[config.mk]
export PLATFORM = sky130hd
export DESIGN_NAME = uart_buffered_byte_queues
export DESIGN_NICKNAME = d
export VERILOG_FILES = /design/src/rtl/ubq_pkg.sv /design/src/rtl/ubq_ring_mem.sv /design/src/rtl/uart_buffered_byte_queues.sv
export SDC_FILE = /design/constraint.sdc
export NUM_CORES = 1
export LEC_CHECK = 0
export BUFFER_PORTS_ARGS = -buffer_cell sky130_fd_sc_hd__buf_2
export CAP_MARGIN = 20
export CORE_MARGIN = 3
export CORE_UTILIZATION = 60
export CTS_BUF_LIST = sky130_fd_sc_hd__clkbuf_4 sky130_fd_sc_hd__clkbuf_8
export CTS_CLUSTER_SIZE = 30
export DETAILED_ROUTE_END_ITERATION = 10
export GPL_ROUTABILITY_DRIVEN = 0
export HOLD_SLACK_MARGIN = 0.12
export PLACE_DENSITY = 0.76
export SETUP_SLACK_MARGIN = 0.2
export SYNTH_ARGS = -nofsm -noshare
export SYNTH_HDL_FRONTEND = slang
export SYNTH_SLANG_ARGS = --single-unit
[constraint.sdc]
create_clock -name clk -period 3.7 [get_ports clk]
set_input_delay 0.185 -clock clk [delete_from_list [all_inputs] [get_ports clk]]
set_output_delay 0.185 -clock clk [all_outputs]
set_load 0.02 [all_outputs]
[src/rtl/ubq_pkg.sv]
// ----------------------------------------------------------------------------
// ubq_pkg: shared types and codes for the buffered uart byte queues
// opcodes, the pipeline stage record and the packed result layout
// ----------------------------------------------------------------------------
package ubq_pkg;

  localparam logic [1:0] OP_PUT   = 2'd0;
  localparam logic [1:0] OP_GET   = 2'd1;
  localparam logic [1:0] OP_RX    = 2'd2;
  localparam logic [1:0] OP_TXRDY = 2'd3;

  localparam int RESULT_W = 20;
  localparam int TDATA_W  = 24;

  typedef struct packed {
    logic       rd_valid;
    logic       ln_send;
    logic       ln_from_mem;
    logic       drop;
    logic       busy;
    logic [7:0] ln_byte;
  } stage_t;

  // packed from the lowest bit up: read_byte, read_valid, line_byte,
  // line_send, dropped, busy_out
  typedef struct packed {
    logic       busy_out;
    logic       dropped;
    logic       line_send;
    logic [7:0] line_byte;
    logic       read_valid;
    logic [7:0] read_byte;
  } result_t;

endpackage

[src/rtl/ubq_ring_mem.sv]
// ----------------------------------------------------------------------------
// ubq_ring_mem: byte store behind one ring
// one write port and one read port, read data registered
// ----------------------------------------------------------------------------
module ubq_ring_mem #(
  parameter int DEPTH = 64,
  localparam int AW = $clog2(DEPTH)
) (
  input  logic          clk,
  input  logic          wr_en,
  input  logic [AW-1:0] wr_addr,
  input  logic [7:0]    wr_data,
  input  logic          rd_en,
  input  logic [AW-1:0] rd_addr,
  output logic [7:0]    rd_data
);

  logic [7:0] mem [DEPTH];

  always_ff @(posedge clk) begin
    if (wr_en) begin
      mem[wr_addr] <= wr_data;
    end
    if (rd_en) begin
      rd_data <= mem[rd_addr];
    end
  end

endmodule

[src/rtl/uart_buffered_byte_queues.sv]
// ----------------------------------------------------------------------------
// uart_buffered_byte_queues: receive and transmit byte rings of a uart
// pipeline: an input stage and then the result register, since
// the ring memory read data is registered
// throughput: one transaction per cycle while m_axis_tready stays high
// reset: pointers, transmitter busy flag and stage valids clear at once
// ring stores are not cleared; an entry is only read after it was written
// ----------------------------------------------------------------------------
module uart_buffered_byte_queues
  import ubq_pkg::*;
#(
  parameter int RING_DEPTH = 64
) (
  input  logic               clk,
  input  logic               rst,
  input  logic               s_axis_tvalid,
  output logic               s_axis_tready,
  input  logic [7:0]         s_axis_tdata,   // data_byte
  input  logic [1:0]         s_axis_tuser,   // opcode
  output logic               m_axis_tvalid,
  input  logic               m_axis_tready,
  // read_byte, read_valid, line_byte, line_send, dropped, busy_out, zero pad
  output logic [TDATA_W-1:0] m_axis_tdata
);

  localparam int PTR_W = $clog2(RING_DEPTH);

  function automatic logic [PTR_W-1:0] ring_next(input logic [PTR_W-1:0] p);
    ring_next = (p == PTR_W'(RING_DEPTH - 1)) ? '0 : p + PTR_W'(1);
  endfunction

  logic [PTR_W-1:0] rx_head, rx_tail, tx_head, tx_tail;
  logic [PTR_W-1:0] rx_head_next, rx_tail_next, tx_head_next, tx_tail_next;
  logic             busy, busy_next;

  logic    accept;
  logic    s1_valid, s1_adv;
  stage_t  s1, s1_next;
  logic    m_valid;
  result_t out_q;

  logic rx_wr, rx_rd, tx_wr, tx_rd;
  logic [7:0] rx_rd_data, tx_rd_data;

  assign s1_adv        = s1_valid & (~m_valid | m_axis_tready);
  assign s_axis_tready = ~s1_valid | s1_adv;
  assign accept        = s_axis_tvalid & s_axis_tready;

  always_comb begin
    rx_head_next = rx_head;
    rx_tail_next = rx_tail;
    tx_head_next = tx_head;
    tx_tail_next = tx_tail;
    busy_next    = busy;
    rx_wr        = 1'b0;
    rx_rd        = 1'b0;
    tx_wr        = 1'b0;
    tx_rd        = 1'b0;
    s1_next      = '0;
    unique case (s_axis_tuser)
      OP_PUT: begin
        if (!busy) begin
          busy_next       = 1'b1;
          s1_next.ln_send = 1'b1;
          s1_next.ln_byte = s_axis_tdata;
        end else if (ring_next(tx_head) != tx_tail) begin
          tx_wr        = 1'b1;
          tx_head_next = ring_next(tx_head);
        end else begin
          s1_next.drop = 1'b1;
        end
      end
      OP_GET: begin
        if (rx_head != rx_tail) begin
          rx_rd            = 1'b1;
          s1_next.rd_valid = 1'b1;
          rx_tail_next     = ring_next(rx_tail);
        end
      end
      OP_RX: begin
        if (ring_next(rx_head) != rx_tail) begin
          rx_wr        = 1'b1;
          rx_head_next = ring_next(rx_head);
        end else begin
          s1_next.drop = 1'b1;
        end
      end
      OP_TXRDY: begin
        if (tx_head == tx_tail) begin
          busy_next = 1'b0;
        end else begin
          tx_rd               = 1'b1;
          s1_next.ln_send     = 1'b1;
          s1_next.ln_from_mem = 1'b1;
          tx_tail_next        = ring_next(tx_tail);
        end
      end
      default: begin
      end
    endcase
    s1_next.busy = busy_next;
  end

  ubq_ring_mem #(.DEPTH(RING_DEPTH)) rx_mem (
    .clk     (clk),
    .wr_en   (accept & rx_wr),
    .wr_addr (rx_head),
    .wr_data (s_axis_tdata),
    .rd_en   (accept & rx_rd),
    .rd_addr (rx_tail),
    .rd_data (rx_rd_data)
  );

  ubq_ring_mem #(.DEPTH(RING_DEPTH)) tx_mem (
    .clk     (clk),
    .wr_en   (accept & tx_wr),
    .wr_addr (tx_head),
    .wr_data (s_axis_tdata),
    .rd_en   (accept & tx_rd),
    .rd_addr (tx_tail),
    .rd_data (tx_rd_data)
  );

  always_ff @(posedge clk) begin
    if (rst) begin
      rx_head  <= '0;
      rx_tail  <= '0;
      tx_head  <= '0;
      tx_tail  <= '0;
      busy     <= 1'b0;
      s1_valid <= 1'b0;
      m_valid  <= 1'b0;
    end else begin
      if (accept) begin
        rx_head  <= rx_head_next;
        rx_tail  <= rx_tail_next;
        tx_head  <= tx_head_next;
        tx_tail  <= tx_tail_next;
        busy     <= busy_next;
        s1_valid <= 1'b1;
      end else if (s1_adv) begin
        s1_valid <= 1'b0;
      end
      if (s1_adv) begin
        m_valid <= 1'b1;
      end else if (m_axis_tready) begin
        m_valid <= 1'b0;
      end
    end
  end

  always_ff @(posedge clk) begin
    if (accept) begin
      s1 <= s1_next;
    end
    if (s1_adv) begin
      out_q.read_byte  <= s1.rd_valid ? rx_rd_data : 8'd0;
      out_q.read_valid <= s1.rd_valid;
      out_q.line_byte  <= s1.ln_send ? (s1.ln_from_mem ? tx_rd_data : s1.ln_byte) : 8'd0;
      out_q.line_send  <= s1.ln_send;
      out_q.dropped    <= s1.drop;
      out_q.busy_out   <= s1.busy;
    end
  end

  assign m_axis_tvalid = m_valid;
  assign m_axis_tdata  = {(TDATA_W - RESULT_W)'(0), out_q};

`ifndef SYNTHESIS
  a_ptr_range: assert property (@(posedge clk) disable iff (rst)
    int'(rx_head) < RING_DEPTH && int'(rx_tail) < RING_DEPTH &&
    int'(tx_head) < RING_DEPTH && int'(tx_tail) < RING_DEPTH)
    else $error("ring pointer beyond depth");

  a_idle_tx_empty: assert property (@(posedge clk) disable iff (rst)
    !busy |-> tx_head == tx_tail)
    else $error("transmitter idle with bytes queued");

  a_stage_hold: assert property (@(posedge clk) disable iff (rst)
    s1_valid && !s1_adv |=> s1_valid && $stable(s1))
    else $error("stalled stage lost its transaction");

  a_send_busy: assert property (@(posedge clk) disable iff (rst)
    m_valid && out_q.line_send |-> out_q.busy_out)
    else $error("line send reported with transmitter idle");

  a_flags_apart: assert property (@(posedge clk) disable iff (rst)
    m_valid && out_q.read_valid |-> !out_q.line_send && !out_q.dropped)
    else $error("get result carries send or drop flag");
`endif

endmodule

==> flow_summary.ini, run 1 <==
[status]
status = complete, no violations

[detailed_routing]
drt-total-wl_um = 94400
vias_per_cell = 6.49
ant_nets = 0
drt_iter0_markers = 2758
routed-via-count = 21800
wl_per_cell_um = 28.2
first_pass_iters = 7
drc = 0

[power_and_ir_drop]
vdd_drop_max_v = 0.000316
p_leak_nw = 15.1
power_mw = 23.8
power.density_nw_per_um2 = 487

[final_layout]
utilization_pct = 68.2
nFillCells = 4327
final_nets = 2287
regArea_um2 = 32800
area_growth_pct = 12.4
layout-drive-gt1-share_pct = 32.4
multiInputGateArea_um2 = 10000

[logic_synthesis]
async_flop_share_pct = 0
synth_ff_type = edfxtp_1
synth_top_area_share_pct = 74.2
synthDistinctLibCells = 63
syn-cell-area_um2 = 43400
synth.ff_latch_count = 1100
ys_seq_area_share_pct = 75.4
yosysMostFrequentCell = edfxtp_1
synth_edf_count = 1073
yosysWarnings = 0
synth.largest_area_cell = edfxtp_1
yosys-top-cells-area = edfxtp_1, mux4_2, dfxtp_1
synth.avg_cell_area_um2 = 21.4
synth_commonest_cells = edfxtp_1, mux4_2, nor2_1
syn_inst = 2033

[die]
io_pins = 40
initial_utilization_pct = 60.7
die_w_um = 275
core-area_um2 = 71600
fp.dieH_um = 275
fp.dieArea_um2 = 75700
rows = 98

[setup_path]
critPathMaxFanout = 11
crit_path_start_kind = flip-flop
crit_path_end_kind = flip-flop
r2r_slack_ns = 0.27
critPathKind = flip-flop to flip-flop
crit_arrival_ns = 3.88
r2r_end = tx_mem.mem[27][4]$_DFFE_PP_
r2r_start = tx_head[1]$_SDFFE_PP0P_
r2r_cells = 8
cp_data_required_time_ns = 4.14

[clock_tree]
clkLatencyLatePin_ns = 0.82
cts_tree = done
path_clk_slew_ns = 0.06
cts_root_buf = clkbuf_8
htreeDepth = 4
ctsLongestPathBuffers = 3
cts_sinks = 1100
cts_buffers = 165

[global_routing]
grt_pass1_vias = 22000
grt_pass1_wl_um = 142000
antenna_found_initial = 1
overflow = 0
track_usage_pct = 25.7
grt_start_max_net_pins = 135

[sta]
maxSlewViolCount = 0
fmax_mhz = 291
finalClockSkew_ns = 0.0240
worst_slack_ns = 0.267
hold_viol_final = 0
whs_ns = 0.451
tightest_slew_ns = 1.11
relSlewSlack_pct = 25.7
fin_crit_sh_pct = 92.8
rsz0062_at_grt = false
setup_viol = 0
tns_ns = 0
final.min_clock_period_ns = 3.43

[run]
drv_cap = 0

[place]
hpwl_um = 57900
dp_worst_setup_slack_ns = 0.163
port_buffers = 35

[worst_hold_path]
hold_path.class = input pin to flip-flop
holdCritStartpoint = s_axis_tdata[3]
min_to = rx_mem.mem[7][3]$_DFFE_PP_
hold_depth = 2
repair_timing:
| item | in CTS | in global routing |
|---|---|---|
| hold buffers | 16 | 1 |
| gates resized for setup | 5 | 7 |
| pin swaps | 0 | 1 |
| buffers inserted | 0 | 2 |
| endpoints found under the hold margin | 520 | 48 |
| setup endpoints to repair | 38 | 433 |
layout by cell type (no fill, tap or decap), types with 13 or more instances in the layout:
cell type / count
a21oi_1: 19
a22oi_1: 14
and2_1: 22
buf_12: 14
buf_2: 28
buf_4: 129
clkbuf_4: 55
clkbuf_8: 166
clkinv_1: 49
clkinv_2: 17
dfxtp_1: 19
dlygate4sd3_1: 17
edfxtp_1: 1073
mux2i_1: 26
mux4_2: 308
nand2_1: 30
nand3_1: 15
nor2_1: 76
nor2_2: 18
nor2b_1: 26
nor3_1: 76
o21ai_0: 13
xnor2_1: 16
xor2_1: 13
cells by family (layout without fill, tap and decap cells):
family | Yosys count | count (layout) | synth area share (%)
flip-flops | 1100 | 1100 | 75.4
multiplexers | 338 | 338 | 16.7
AND/OR/NAND/NOR | 313 | 313 | 3.70
buffers and inverters | 140 | 505 | 1.64
AO/OA/AOI/OAI | 104 | 104 | 1.75
XOR/XNOR | 29 | 29 | 0.585
adder cells (fa/ha/maj) | 8 | 8 | 0.230
other | 1 | 5 | 0.00863
where the power goes:
group | switching [mW] | leakage (nW) | internal, mW
Clock | 4.60 | 1.71 | 5.00
Combinational | 0.334 | 3.53 | 0.118
Sequential | 0.0199 | 9.89 | 13.7
through the flow:
| step | std cells | instance area [um^2] |
|---|---|---|
| 2_1_floorplan | 2036 | 43500 |
| 3_3_place_gp | 3023 | 45300 |
| 3_5_place_dp | 3024 | 45400 |
| 4_1_cts | 3343 | 48700 |
| 5_1_grt | 3352 | 48800 |
| 6_report | 3352 | 48800 |
cell type report:
cell class | count | area share (%)
Sequential cell | 1100 | 67.1
Timing Repair Buffer | 191 | 3.25
Clock inverter | 84 | 1.10
Clock buffer | 219 | 5.49
Inverter | 11 | 0.0845
Multi-Input combinational cell | 796 | 20.5
Antenna cell | 1 | 0.00512
Tap cell | 950 | 2.43
sequential cells by signal, indices dropped and copies added (netlist names):
name,flops
rx_mem.mem,512
tx_mem.mem,512
m_axis_tdata,20
s1,13
rx_mem.rd_data,8
tx_mem.rd_data,8
rx_head,6
rx_tail,6
tx_head,6
tx_tail,6
busy,1
m_axis_tvalid,1
s1_valid,1
routing by layer:
layer	vias up	track usage, %	routed length (um)
li1	8993	-	-
met3	168	6.01	10100
met4	0	6.85	1860
met2	1312	38.9	45000
met5	-	0	0
met1	11300	38.7	37500
critical path, stage by stage, from the launching register on:
cell	delay (ns)
dfxtp_1	0.57
ha_1	0.44
nand3_1	0.15
nor2_1	0.23
o21ai_0	0.18
and4_1	0.27
or4_1	0.60
buf_4	0.24
nor2_2	0.38
how the worst max path moves through the flow:
stage,from,endpoint,slack [ns],cells past startpoint
detailed placement,tx_head[0]$_SDFFE_PP0P_,tx_mem.mem[27][5]$_DFFE_PP_,0.16,8
floorplan,tx_head[0]$_SDFFE_PP0P_,tx_mem.mem[31][0]$_DFFE_PP_,0.73,9
finish,tx_head[1]$_SDFFE_PP0P_,tx_mem.mem[27][4]$_DFFE_PP_,0.27,8
global route,tx_head[1]$_SDFFE_PP0P_,tx_mem.mem[27][5]$_DFFE_PP_,0.21,8
global placement,tx_head[0]$_SDFFE_PP0P_,tx_mem.mem[27][1]$_DFFE_PP_,0.33,8
CTS,tx_head[0]$_SDFFE_PP0P_,tx_mem.mem[35][4]$_DFFE_PP_,0.25,8
Note: power is estimated with default switching activity, not from simulation.
==> run 2: changes to the inputs <==
--- a/config.mk
+++ b/config.mk
@@ -6,8 +6,7 @@
 export NUM_CORES = 1
 export LEC_CHECK = 0
 export BUFFER_PORTS_ARGS = -buffer_cell sky130_fd_sc_hd__buf_2
-export CAP_MARGIN = 20
-export CORE_MARGIN = 3
+export CORE_MARGIN = 1
 export CORE_UTILIZATION = 60
 export CTS_BUF_LIST = sky130_fd_sc_hd__clkbuf_4 sky130_fd_sc_hd__clkbuf_8
 export CTS_CLUSTER_SIZE = 30
==> run 2 against run 1 <==
Compared with the run above:
- clock skew up 0.015 ns
- first-iteration DRC count up 1.8%
- largest power group unchanged
- sequential power about the same
- count of clock-buffer cells in the layout down 21
- cell count down 0.75%
- power up 1.2%
- combinational power down 0.9%
- clock power up 3.1%
- flip-flop and latch count unchanged
- core utilization down 0.12 points
- largest cell class unchanged
- critical path type unchanged
==> flow_summary.ini, run 2 (synthesis gave the netlist of run 1 again) <==
[setup_path]
critPathKind = flip-flop to flip-flop
critPathMaxFanout = 11
r2r_slack_ns = 0.25
r2r_end = tx_mem.mem[39][5]$_DFFE_PP_
crit_path_start_kind = flip-flop
crit_arrival_ns = 3.86
crit_path_end_kind = flip-flop
cp_data_required_time_ns = 4.11
r2r_start = tx_head[1]$_SDFFE_PP0P_
r2r_cells = 7

[final_layout]
area_growth_pct = 12.2
final_area_um2 = 48800
layout-drive-gt1-share_pct = 32.1
regArea_um2 = 32800
final_common_cell = edfxtp_1
utilization_pct = 68.1
nFillCells = 4306
final_nets = 2270
multiInputGateArea_um2 = 10000
final_cell_mix = edfxtp_1, mux4_2, clkbuf_8
fin_cells = 3327

[detailed_routing]
wl_met1_um = 37700
ant_nets = 0
vias_per_cell = 6.48
first_pass_iters = 6
wl_met3_um = 8840
drt-total-wl_um = 93200
wl_per_cell_um = 28.0
drc = 0
drt_iter0_markers = 2807
routed-wl-met2_um = 44600
routed-via-count = 21600
dr.max_layer_used = met4

[worst_hold_path]
hold_path.class = flip-flop to flip-flop
min_to = m_axis_tdata[18]$_DFFE_PP_
hold_depth = 0
holdCritStartpoint = s1[9]$_DFFE_PP_

[clock_tree]
cts_tree = done
cts_buffers = 160
clkLatencyLatePin_ns = 0.81
ctsLongestPathBuffers = 3
postCtsSetupBuffers = 0
cts_sinks = 1100
htreeDepth = 4
cts_root_buf = clkbuf_8
path_clk_slew_ns = 0.06

[die]
fp.dieH_um = 271
die_w_um = 271
fp.dieArea_um2 = 73500
rows = 98
io_pins = 40
initial_utilization_pct = 60.7
core-area_um2 = 71600

[place]
hpwl_um = 56500
dp_worst_setup_slack_ns = 0.238
numPlacedInstances = 3019
placed_cell_area_um2 = 45300
port_buffers = 35

[global_routing]
grt_pass1_vias = 21900
grt_pass1_wl_um = 140000
antenna_found_initial = 2
track_usage_pct = 26.1
grt_start_max_net_pins = 135
overflow = 0

[sta]
whs_ns = 0.477
hold_viol_final = 0
rsz0062_at_grt = true
worst_slack_ns = 0.247
setup_viol = 0
tns_ns = 0
final.min_clock_period_ns = 3.45
fin_crit_sh_pct = 93.3
tightest_slew_ns = 1.15
maxSlewViolCount = 0
finalClockSkew_ns = 0.0390
relSlewSlack_pct = 23.1
fmax_mhz = 290

[power_and_ir_drop]
p_leak_nw = 15.0
power_mw = 24.0
vdd_drop_max_v = 0.000379
power.density_nw_per_um2 = 493

[status]
status = complete, no violations

[run]
drv_cap = 0
run 2: cell types whose count changed in the layout (fill, tap and decap cells not counted), sizes merged:
cell      before  now
buf          172  162
clkinvlp       1    6
inv           23   18
clkinv        68   67
bufinv         3   12
clkbuf       221  198
run 2: per-layer routing:
metal  GRT usage, %  vias up
li1               -     8943
met5              0        -
met2           39.7     1219
met4           7.75        0
met3           5.47      167
met1           38.7    11200
run 2: final cells by class:
cell class / count / share of cell area (%)
Multi-Input combinational cell: 796 / 20.6
Antenna cell: 1 / 0.00513
Tap cell: 950 / 2.44
Timing Repair Buffer: 179 / 2.91
Inverter: 11 / 0.0847
Clock buffer: 198 / 5.10
Clock inverter: 92 / 1.63
Sequential cell: 1100 / 67.2
run 2: what timing repair did:
| item | CTS | global route |
|---|---|---|
| hold buffers | 17 | 0 |
| pin swaps | 0 | 0 |
| resized for setup | 1 | 16 |
| setup endpoints to repair | 16 | 455 |
| hold endpoints to repair | 481 | 0 |
run 2: worst max path at each step:
stage / startpoint / end / slack, ns / depth (start not counted)
6_report: tx_head[1]$_SDFFE_PP0P_ / tx_mem.mem[39][5]$_DFFE_PP_ / 0.25 / 7
5_1_grt: tx_head[1]$_SDFFE_PP0P_ / tx_mem.mem[39][0]$_DFFE_PP_ / 0.13 / 7
4_1_cts: tx_head[0]$_SDFFE_PP0P_ / tx_mem.mem[51][1]$_DFFE_PP_ / 0.24 / 8
3_5_place_dp: tx_head[0]$_SDFFE_PP0P_ / tx_mem.mem[6][6]$_DFFE_PP_ / 0.24 / 8
3_3_place_gp: tx_head[0]$_SDFFE_PP0P_ / tx_mem.mem[11][1]$_DFFE_PP_ / 0.37 / 8
2_1_floorplan: tx_head[0]$_SDFFE_PP0P_ / tx_mem.mem[31][0]$_DFFE_PP_ / 0.73 / 9
run 2: critical path, stage by stage (launching register included):
cell and delay [ns]:
dfxtp_1 0.60, ha_2 0.39, nand3_1 0.13, nor2_1 0.21, o21ai_0 0.20, nand4_1 0.32, nand2_1 0.28, nor3_1 0.92
run 2: power breakdown:
| group | internal (mW) | switching, mW | total, mW |
|---|---|---|---|
| registers | 13.7 | 0.0160 | 13.7 |
| logic | 0.112 | 0.336 | 0.448 |
| clock network | 5.32 | 4.58 | 9.90 |
